**src/rtl/nfid_pkg.sv**
```systemverilog
`default_nettype none

package nfid_pkg;

  // map geometry: 64 used bits per memory word
  localparam int WORD_BITS = 64;
  localparam int BIT_W = 6;

  // identifier fields on the ports
  localparam int ID_IO_W = 10;

  // default identifier space
  localparam int DEF_ID_COUNT = 1024;

  // request codes
  typedef enum logic {
    OP_ALLOC = 1'b0,
    OP_FREE  = 1'b1
  } op_t;

  // controller states
  typedef enum logic [2:0] {
    S_CLEAR,
    S_IDLE,
    S_READ,
    S_EVAL,
    S_WRITE,
    S_RESULT
  } state_t;

  // word scan result
  typedef struct packed {
    logic             hit;
    logic [BIT_W-1:0] pos;
  } scan_t;

endpackage

`default_nettype wire

```
**src/rtl/nfid_ram.sv**
```systemverilog
`default_nettype none

module nfid_ram #(
  parameter int WIDTH = 64,
  parameter int DEPTH = 16,
  localparam int AW = (DEPTH > 1) ? $clog2(DEPTH) : 1
) (
  input  wire logic             clk,
  input  wire logic             we,
  input  wire logic [AW-1:0]    waddr,
  input  wire logic [WIDTH-1:0] wdata,
  input  wire logic             re,
  input  wire logic [AW-1:0]    raddr,
  output logic      [WIDTH-1:0] rdata
);

  logic [WIDTH-1:0] mem [DEPTH];

  // one write port, one registered read port
  always_ff @(posedge clk) begin
    if (we) begin
      mem[waddr] <= wdata;
    end
    if (re) begin
      rdata <= mem[raddr];
    end
  end

endmodule

`default_nettype wire

```
**src/rtl/nfid_scan.sv**
```systemverilog
`default_nettype none

module nfid_scan
  import nfid_pkg::*;
(
  input  wire logic [WORD_BITS-1:0] map_word,
  input  wire logic [WORD_BITS-1:0] window,
  output scan_t                     result
);

  logic [WORD_BITS-1:0] clear_bits;

  assign clear_bits = ~map_word & window;

  // lowest clear bit inside the search window
  always_comb begin
    result.hit = |clear_bits;
    result.pos = '0;
    for (int i = WORD_BITS - 1; i >= 0; i--) begin
      if (clear_bits[i]) begin
        result.pos = BIT_W'(i);
      end
    end
  end

endmodule

`default_nettype wire

```
**src/rtl/next_fit_id_bitmap_allocator_unit.sv**
```systemverilog
// Next-fit identifier allocator.
// Input channel (in_valid/in_ready): op selects allocate or free; id_in is the
// identifier to free. A free of identifier zero or of one outside the space
// is dropped. A free gives no result word; an allocate gives one result word
// on the output channel (out_valid/out_ready): id_out with granted set, or
// zero with granted clear when every identifier is in use.
// The used map lives in a memory of 64-bit words, one read-modify-write at a
// time. A free reads its word, clears the bit, writes it back and returns to
// idle. An allocate scans word by word from the hint, each word a registered
// memory read, then a scan, over at most WORDS+1 words; on a hit the word is
// written back before the result. One request is in work at a time.
// After reset a clearing pass writes every map word and sets identifier
// zero; no word is accepted meanwhile. The search hint resets to one.
// The result sits in an output register; a new request is accepted while it
// waits. An allocate that finishes while the register is still full holds
// until the receiver takes the pending word.
`default_nettype none

module next_fit_id_bitmap_allocator_unit
  import nfid_pkg::*;
#(
  parameter int ID_COUNT = DEF_ID_COUNT
) (
  input  wire logic               clk,
  input  wire logic               rst,
  input  wire logic               in_valid,
  output logic                    in_ready,
  input  wire logic               op,
  input  wire logic [ID_IO_W-1:0] id_in,
  output logic                    out_valid,
  input  wire logic               out_ready,
  output logic      [ID_IO_W-1:0] id_out,
  output logic                    granted
);

  localparam int WORDS = (ID_COUNT + WORD_BITS - 1) / WORD_BITS;
  localparam int WAW = (WORDS > 1) ? $clog2(WORDS) : 1;
  localparam int IDW = $clog2(ID_COUNT);
  localparam int KW = $clog2(WORDS + 1);
  localparam int TAIL = ID_COUNT - (WORDS - 1) * WORD_BITS;
  localparam logic [WORD_BITS-1:0] TAIL_MASK = {WORD_BITS{1'b1}} >> (WORD_BITS - TAIL);
  localparam logic [WAW-1:0] LAST_WORD = WAW'(WORDS - 1);
  localparam logic [KW-1:0] LAST_STEP = KW'(WORDS);

  state_t state, state_next;

  logic [WAW-1:0]       clr_cnt;
  logic [IDW-1:0]       hint;
  op_t                  op_q;
  logic [BIT_W-1:0]     bit_q;
  logic [WAW-1:0]       waddr;
  logic [KW-1:0]        step;
  logic [WORD_BITS-1:0] wdata_q;
  logic [IDW-1:0]       found_q;
  logic                 grant_q;

  logic                 in_fire;
  logic                 free_ok;
  logic                 slot_free;
  logic                 mem_we;
  logic                 mem_re;
  logic [WAW-1:0]       mem_waddr;
  logic [WORD_BITS-1:0] mem_wdata;
  logic [WORD_BITS-1:0] rdata;
  logic [WORD_BITS-1:0] head_mask;
  logic [WORD_BITS-1:0] window;
  logic [IDW:0]         hint_inc;
  scan_t                scan;

  // used map storage
  nfid_ram #(
    .WIDTH(WORD_BITS),
    .DEPTH(WORDS)
  ) u_map (
    .clk  (clk),
    .we   (mem_we),
    .waddr(mem_waddr),
    .wdata(mem_wdata),
    .re   (mem_re),
    .raddr(waddr),
    .rdata(rdata)
  );

  // search window: from hint up on the first word, below hint on the wrap word, inside the space on the last word
  always_comb begin
    head_mask = {WORD_BITS{1'b1}} << hint[BIT_W-1:0];
    window = {WORD_BITS{1'b1}};
    if (step == '0) begin
      window = window & head_mask;
    end
    if (step == LAST_STEP) begin
      window = window & ~head_mask;
    end
    if (waddr == LAST_WORD) begin
      window = window & TAIL_MASK;
    end
  end

  nfid_scan u_scan (
    .map_word(rdata),
    .window  (window),
    .result  (scan)
  );

  assign in_fire = in_valid && in_ready;
  assign free_ok = (id_in != '0) && (32'(id_in) < ID_COUNT);
  assign slot_free = !out_valid || out_ready;
  assign hint_inc = {1'b0, found_q} + 1'b1;

  // next state
  always_comb begin
    state_next = state;
    unique case (state)
      S_CLEAR: begin
        if (clr_cnt == LAST_WORD) begin
          state_next = S_IDLE;
        end
      end
      S_IDLE: begin
        if (in_fire) begin
          if (op_t'(op) == OP_ALLOC || free_ok) begin
            state_next = S_READ;
          end
        end
      end
      S_READ: state_next = S_EVAL;
      S_EVAL: begin
        if (op_q == OP_FREE || scan.hit) begin
          state_next = S_WRITE;
        end else if (step == LAST_STEP) begin
          state_next = S_RESULT;
        end else begin
          state_next = S_READ;
        end
      end
      S_WRITE: begin
        state_next = (op_q == OP_ALLOC) ? S_RESULT : S_IDLE;
      end
      S_RESULT: begin
        if (slot_free) begin
          state_next = S_IDLE;
        end
      end
      default: state_next = S_IDLE;
    endcase
  end

  // memory and handshake controls
  always_comb begin
    in_ready = 1'b0;
    mem_re = 1'b0;
    mem_we = 1'b0;
    mem_waddr = waddr;
    mem_wdata = wdata_q;
    unique case (state)
      S_CLEAR: begin
        mem_we = 1'b1;
        mem_waddr = clr_cnt;
        mem_wdata = WORD_BITS'(clr_cnt == '0);
      end
      S_IDLE:   in_ready = 1'b1;
      S_READ:   mem_re = 1'b1;
      S_EVAL:   ;
      S_WRITE:  mem_we = 1'b1;
      S_RESULT: ;
      default:  ;
    endcase
  end

  // control registers
  always_ff @(posedge clk) begin
    if (rst) begin
      state <= S_CLEAR;
      clr_cnt <= '0;
      hint <= IDW'(1);
      out_valid <= 1'b0;
    end else begin
      state <= state_next;
      if (state == S_CLEAR) begin
        clr_cnt <= clr_cnt + 1'b1;
      end
      if (state == S_WRITE && op_q == OP_ALLOC) begin
        if (32'(hint_inc) >= ID_COUNT) begin
          hint <= IDW'(1);
        end else begin
          hint <= hint_inc[IDW-1:0];
        end
      end
      if (state == S_RESULT && slot_free) begin
        out_valid <= 1'b1;
      end else if (out_ready) begin
        out_valid <= 1'b0;
      end
    end
  end

  // request and scan datapath
  always_ff @(posedge clk) begin
    if (in_fire) begin
      op_q <= op_t'(op);
      bit_q <= id_in[BIT_W-1:0];
      step <= '0;
      if (op_t'(op) == OP_FREE) begin
        waddr <= WAW'(id_in >> BIT_W);
      end else begin
        waddr <= WAW'(hint >> BIT_W);
      end
    end
    if (state == S_EVAL) begin
      if (op_q == OP_FREE) begin
        wdata_q <= rdata & ~(WORD_BITS'(1) << bit_q);
      end else if (scan.hit) begin
        wdata_q <= rdata | (WORD_BITS'(1) << scan.pos);
        found_q <= IDW'({waddr, scan.pos});
        grant_q <= 1'b1;
      end else begin
        found_q <= '0;
        grant_q <= 1'b0;
        step <= step + 1'b1;
        waddr <= (waddr == LAST_WORD) ? '0 : waddr + 1'b1;
      end
    end
  end

  // result register
  always_ff @(posedge clk) begin
    if (state == S_RESULT && slot_free) begin
      id_out <= ID_IO_W'(found_q);
      granted <= grant_q;
    end
  end

  // a grant never hands out identifier zero, a failure always reports zero
  assert property (@(posedge clk) disable iff (rst)
    out_valid |-> (granted ? (id_out != '0) : (id_out == '0)))
    else $error("result word inconsistent");

  // the hint stays inside the identifier space, never zero
  assert property (@(posedge clk) disable iff (rst)
    (hint != '0) && (32'(hint) < ID_COUNT))
    else $error("search hint out of range");

  // the scan never runs past the wrap word
  assert property (@(posedge clk) disable iff (rst)
    (state == S_EVAL) |-> (step <= LAST_STEP))
    else $error("scan step overrun");

  // a finished allocate never overwrites a pending result word
  assert property (@(posedge clk) disable iff (rst)
    (out_valid && !out_ready && state == S_RESULT) |=> (state == S_RESULT))
    else $error("pending result overwritten");

endmodule

`default_nettype wire
```
**config.mk**
```make
export PLATFORM = sky130hd
export DESIGN_NAME = next_fit_id_bitmap_allocator_unit
export DESIGN_NICKNAME = d
export VERILOG_FILES = /design/src/rtl/nfid_pkg.sv /design/src/rtl/nfid_ram.sv /design/src/rtl/nfid_scan.sv /design/src/rtl/next_fit_id_bitmap_allocator_unit.sv
export SDC_FILE = /design/constraint.sdc
export NUM_CORES = 1
export LEC_CHECK = 0
export BUFFER_PORTS_ARGS = -buffer_cell sky130_fd_sc_hd__buf_4
export CAP_MARGIN = 10
export CORE_MARGIN = 4
export CORE_UTILIZATION = 55
export CTS_CLUSTER_DIAMETER = 150
export DETAILED_ROUTE_END_ITERATION = 16
export PLACE_DENSITY = 0.77
export SYNTH_ARGS = -nofsm -noshare
export SYNTH_HDL_FRONTEND = slang
export SYNTH_SLANG_ARGS = --single-unit
export TNS_END_PERCENT = 1
```
**constraint.sdc**
```tcl
create_clock -name clk -period 10.8 [get_ports clk]
set_input_delay 1.08 -clock clk [delete_from_list [all_inputs] [get_ports clk]]
set_output_delay 1.08 -clock clk [all_outputs]
set_load 0.01 [all_outputs]
```
Word level (Yosys, flattened, before mapping)
Memory sizes are Yosys's and may differ from the RTL's. A register that Yosys moved wholly into a read port is not among the register bits.
Index checks and enable logic that the tools add are counted.
- shift operators: 3
- $add $sub $neg: 4
- eq/ne operators: 12
- reduce and logical (&&, ||, !) cells: 18
- bitwise gates (word level): 9
- multiplexer cells: 97
- $lt $le $gt $ge: 1
- operators by type and width (kind ; number):
    6-bit 2-to-1 mux ; 64
    64-bit 2-to-1 mux ; 5
    64-bit AND ; 3
    64-bit inverter ; 3
    1-bit by 6-bit left shift with 64-bit output, first input constant ; 2
    64-bit OR ; 1
    64-bit OR reduction ; 1
    64-bit by 6-bit left shift with 64-bit output, first input constant ; 1
    4-bit 2-to-1 mux ; 7
    3-bit 2-to-1 mux ; 7
    5-bit 2-to-1 mux ; 4
    3-bit one-hot mux with 6 select lines ; 1
    10-bit by 1-bit adder with 11-bit output, second input constant ; 1
    11-bit greater-or-equal comparator, second input constant ; 1
    10-bit 2-to-1 mux ; 1
    10-bit nonzero test ; 1
    4-bit by 1-bit adder with 4-bit output, second input constant ; 2
    4-bit == test, second input constant ; 2
    1-bit 2-to-1 mux ; 8
    2-bit != test, second input constant ; 4
    3-bit by 2-bit == test with 1-bit output, second input constant ; 2
    3-bit == test, second input constant ; 2
    5-bit by 1-bit adder with 5-bit output, second input constant ; 1
    5-bit == test, second input constant ; 1
    12 further kinds ; 19
- register bits: 120
- input port bits: 15
- bits in writable memories: 1024
- memories kept: 1
- logic and storage cells: 158
- memory list (name ; words ; width ; read ports ; clocked after Yosys merged registers in ; wr ports ; line ; RTL):
    u_map.mem ; 16 ; 64 ; 1 ; 1 ; 1 ; nfid_ram.sv:17 ; logic [WIDTH-1:0] mem [DEPTH];

Logic depth before layout (Yosys ltp)
- depth in word-level cells: 73
- gate-level depth with buffers: 16

By module
From an unflattened synthesis, not the netlist that was laid out.
- cells, all modules: 2744
- area, all modules: 49157.1 µm²
- by module, submodules not included (module ; instances ; seq. area each (µm²) ; area an instance (µm²) ; cells an instance):
    nfid_ram ; 1 ; 32671.3 ; 40222.3 ; 1647
    next_fit_id_bitmap_allocator_unit ; 1 ; 3333.2 ; 7628.6 ; 877
    nfid_scan ; 1 ; 0.0 ; 1306.3 ; 220

Least setup slack after synthesis
Ideal clock, no wire load.
- kind: register to register
- start: reg state[1]
- end: reg u_map.rdata[0] (read register of u_map.mem), enable pin
- data arrival time: 5.152 ns
- period minus slack after synthesis: 5.733 ns
- data required time: 10.219 ns
- slack: 5.067 ns
- stages on the path, launching flop included: 2
- path buffers: 0
- cells stage by stage: dfxtp_1 -> nor3b_1
- cells in the longest elaborated chain, start to end: 2
- ends and longest elaborated chain (what ; line ; RTL):
    from (decl) ; next_fit_id_bitmap_allocator_unit.sv:45 ; state_t state, state_next;
    from (signal assigned) ; next_fit_id_bitmap_allocator_unit.sv:178 ; state <= state_next;
    3-bit by 2-bit == test with 1-bit output ; next_fit_id_bitmap_allocator_unit.sv:155 ; unique case (state)
    1-bit 2-to-1 mux ; next_fit_id_bitmap_allocator_unit.sv:155 ;
    to (decl) ; nfid_ram.sv:14 ; output logic [WIDTH-1:0] rdata
No other way between the ends.
A chain may end at the register's enable or synchronous reset.

Worst setup path after layout
- start: reg step[0]
- end: reg wdata_q[56] (data pin)
- cells in the longest elaborated chain, start to end: 73
- elaborated cells on any way between the ends: 74
- ends and longest elaborated chain (what ; line ; RTL):
    from (decl) ; next_fit_id_bitmap_allocator_unit.sv:52 ; logic [KW-1:0] step;
    from (signal assigned) ; next_fit_id_bitmap_allocator_unit.sv:219 ; step <= step + 1'b1;
    5-bit logical NOT ; next_fit_id_bitmap_allocator_unit.sv:88 ; if (step == '0) begin
    64-bit 2-to-1 mux ; next_fit_id_bitmap_allocator_unit.sv:88 ;
    64-bit AND ; next_fit_id_bitmap_allocator_unit.sv:92 ; window = window & ~head_mask;
    64-bit 2-to-1 mux (*) ; next_fit_id_bitmap_allocator_unit.sv:91 ; if (step == LAST_STEP) begin
    64-bit AND (*) ; nfid_scan.sv:13 ; assign clear_bits = ~map_word & window;
    6-bit 2-to-1 mux (63 in series) ; nfid_scan.sv:20 ; if (clear_bits[i]) begin
    6-bit 2-to-1 mux (*) ; nfid_scan.sv:20 ;
    1-bit by 6-bit left shift with 64-bit output (*) ; next_fit_id_bitmap_allocator_unit.sv:213 ; wdata_q <= rdata | (WORD_BITS'(1) << scan.pos);
    64-bit OR (*) ; next_fit_id_bitmap_allocator_unit.sv:213 ;
    64-bit 2-to-1 mux (*) ; next_fit_id_bitmap_allocator_unit.sv:212 ; end else if (scan.hit) begin
    64-bit 2-to-1 mux (*) ; next_fit_id_bitmap_allocator_unit.sv:210 ; if (op_q == OP_FREE) begin
    to (signal assigned) ; next_fit_id_bitmap_allocator_unit.sv:211 ; wdata_q <= rdata & ~(WORD_BITS'(1) << bit_q);
    to (signal assigned) ; next_fit_id_bitmap_allocator_unit.sv:213 ;
    to (decl) ; next_fit_id_bitmap_allocator_unit.sv:53 ; logic [WORD_BITS-1:0] wdata_q;
Mark *: on every way between the ends. The rest lies on a longest branch, timed or not. The select of a mux whose other input is x is not followed.

==> metrics.cfg <==
[timing]
drv_slew=0
hold_viol_final=0
fin_crit_ns=5.121
rsz0062_at_grt=false
fin_setup_tns_ns=0
finalCritPeriodShare_pct=47.41
finalSetupViolations=0
worst_slew_margin_rel_pct=25.30
tightest_slew_ns=1.116
skew_ns=0.04135
fmax_mhz=195.3
finalWorstSetupSlack_ns=5.679

[cells_and_area]
final_layout_size_suffix_gt1_share_pct=22.87
nFillCells=6163
final_cell_mix=edfxtp_1 (1181), mux4_2 (320), o21ai_0 (153)
area_growth_pct=10.09
nNetsFinal=2795
final_common_cell=edfxtp_1

[clock_tree]
cts_max_path_buffers=3
cts_tree=yes
path_clk_slew_ns=0.07
htreeDepth=3
hold_buffers=0
cts_resized=0
clk_latency_ns=0.69
post-cts-setup-buffers=0
cts_buffers=112
cts_num_sinks=1208
cts.root.buffer_cell=clkbuf_16

[synthesis]
yosysSeqAreaShare_pct=71.37
yosys_warnings=0
async_reset_ff_share_pct=0
syn_area_per_cell_um2=18.41
yosys_most_used_dff=edfxtp_1
synth_edf_count=1181
syn_area_um2=50450
synth-seq-cells=1208
ys_types=104
mappedNetlistNets=2761
synthCells=2740

[floorplan]
io_pins=28
die_area_um2=96640
core_area_um2=90560
die_h_um=310.9
chipWidth_um=310.9
rows=110
start_util_pct=55.71

[pwr]
p_sw_share_pct=21.88
leakagePower_nw=17.55
intPower_w=0.007838
p_per_area_nw_per_um2=180.6
seqPwrFrac_pct=52.7
p_sw_w=0.002195
ir_worst_vdd_uv=146.0
finalPower_w=0.01003
p_clk_share_pct=38.5
combPwrFrac_pct=8.8

[route]
antenna_left=0
dr.pass1.iters=5
vias=28520
drt-total-wl_mm=137.4
drt_iter0_drc=4395
wl_per_cell_um=33.98
route.detailed.drc=0
avgViaCountPerCell=7.055

[placed_design]
gp_congestion=0.9864
place_hpwl_mm=78.04
place_ws_ns=5.724
port_buffers=27

[critical_path]
endpoint_kind=flop
cp_cell_sequence=inv_1 > ha_1 > or3b_4 > nor2_1 > o41ai_1 > a31oi_1 > o21ai_0 > o311a_1 > o41ai_2 > nand4_1 > o21ai_0
path_delay_family=compound AO/OA/AOI/OAI gates
crit_arrival_ns=5.53
crit_path_frequent_cell=o21ai_0
reg2reg_slack_ns=5.68
critical_path_class=flop to flop
startpoint_type=flop
crit_fanout=39
crit_buf_inv=1
slowest_stage=nand4_1
required_ns=11.21
cpPeakStageDelay_ns=0.72

[grt]
gr-total-overflow=0
grt_max_degree=75
grt_use_total_pct=28.40
grt_antenna_before_repair=11
grt_pass1_vias=28050
grt_pass1_wl_mm=199.5

[hold_path]
hp-class=flop to flop

[run_status]
status=complete, no violations

[run]
maxCapViolCount=0

-- routing by layer --
metal  wire length [um]  GRT usage [%]  part of all wire (%)  vias to the layer above
li1                   -              -                     -                    11460
met1              53600          41.49                    39                    14880
met2              64120          43.63                    47                     1846
met3              14140          5.082                    10                      339
met4               5464          10.63                   4.0                        6
met5                 46              0                 0.033                        -
-- area by class of cell --
class / count / area (um2) / share of cell area [%]
antenna: 3 / 7.507 / 0.01352
timing repair buffer: 91 / 680.7 / 1.226
multi-input combinational: 1329 / 13650 / 24.58
clock inverter: 64 / 630.6 / 1.135
clock buffer: 140 / 2950 / 5.312
sequential: 1208 / 36030 / 64.87
tap: 1176 / 1471 / 2.649
inverter: 32 / 120.1 / 0.2163
-- power groups by stage --
stage / combinational, W / clock (W) / sequential, W
after detailed placement: 0.000879 / 0 / 0.00538
after global routing: 0.000940 / 0.00415 / 0.00529
after CTS: 0.000895 / 0.00392 / 0.00529
final: 0.000884 / 0.00386 / 0.00528
after global placement: 0.000863 / 0 / 0.00537
after floorplan: 0.000705 / 0 / 0.00533
-- stage by stage --
step | util (%) | cell area, um2 | std cells | hold slack, ns
after CTS | 61.31 | 55530 | 4039 | 0.4598
final | 61.33 | 55540 | 4043 | 0.4648
after detailed placement | 57.36 | 51940 | 3835 | 0.4396
after floorplan | - | 50450 | 2740 | 0.4003
after global placement | 57.36 | 51940 | 3835 | 0.4373
after global routing | 61.32 | 55530 | 4040 | 0.4753
-- flip-flops by register name, indices dropped and copies added (netlist names), 3 cells and up --
register	cells
bit_q	6
clr_cnt	4
found_q	10
hint	10
id_out	10
state	3
step	5
u_map.mem	1024
u_map.rdata	64
waddr	4
wdata_q	64
-- kinds of logic (layout without fill, tap and decap cells) --
logic type	Yosys count	in the layout	synth area share (%)
AO/OA/AOI/OAI	510	510	6.810
XOR/XNOR	21	21	0.3646
adder cells (fa/ha/maj)	6	6	0.1488
buffers and inverters	203	327	1.845
flip-flops	1208	1208	71.37
multiplexers	332	332	14.52
other	0	3	0
AND/OR/NAND/NOR	460	460	4.940
-- path summary, 6_finish.rpt --
path,from,end,cells after the start
worst min register to register,grant_q,granted,0
worst min-delay path,grant_q,granted,0
worst max register to register,step[0],wdata_q[56],11
worst max-delay path,step[0],wdata_q[56],11
-- worst register-to-register path: stages, from the launching register on --
cell     delay [ns]
dfxtp_1        0.34
inv_1          0.11
ha_1           0.23
or3b_4         0.65
nor2_1         0.53
o41ai_1        0.17
a31oi_1        0.23
o21ai_0        0.18
o311a_1        0.45
o41ai_2        0.56
nand4_1        0.72
o21ai_0        0.69
-- Yosys cell counts (all sizes together) (5+ instances only) --
master      n  area, um2
nor3       37      205.2
o32ai       8      77.58
edfxtp   1181      35460
o221a       5      56.30
nand2      80      300.3
and3       16      100.1
and2        6      37.54
o2111ai     5      50.04
a211o       7      61.31
nor2b      76      475.5
buf        86      491.7
or3        10      62.56
nor3b       9      83.83
nor4       10      107.6
mux2i      12      120.1
nand4      19      118.9
a21o       23      172.7
nand3      56      302.8
a31oi      31      193.9
o21a        7      53.80
a22oi       6      45.04
mux4      320       7207
o21ai     169      845.8
a2111oi     5      81.33
dfxtp      27      540.5
ha          6      75.07
clkbuf     85      319.1
o211ai     21      162.6
xnor2      17      148.9
nand2b      9      56.30
or2        11      68.81
nor2      102      392.9
o22ai       8      56.30
a311oi     10      93.84
inv        32      120.1
o31ai      37      287.8
a211oi     28      225.2
a21oi      82      417.9
(Power assumes the default switching activity.)
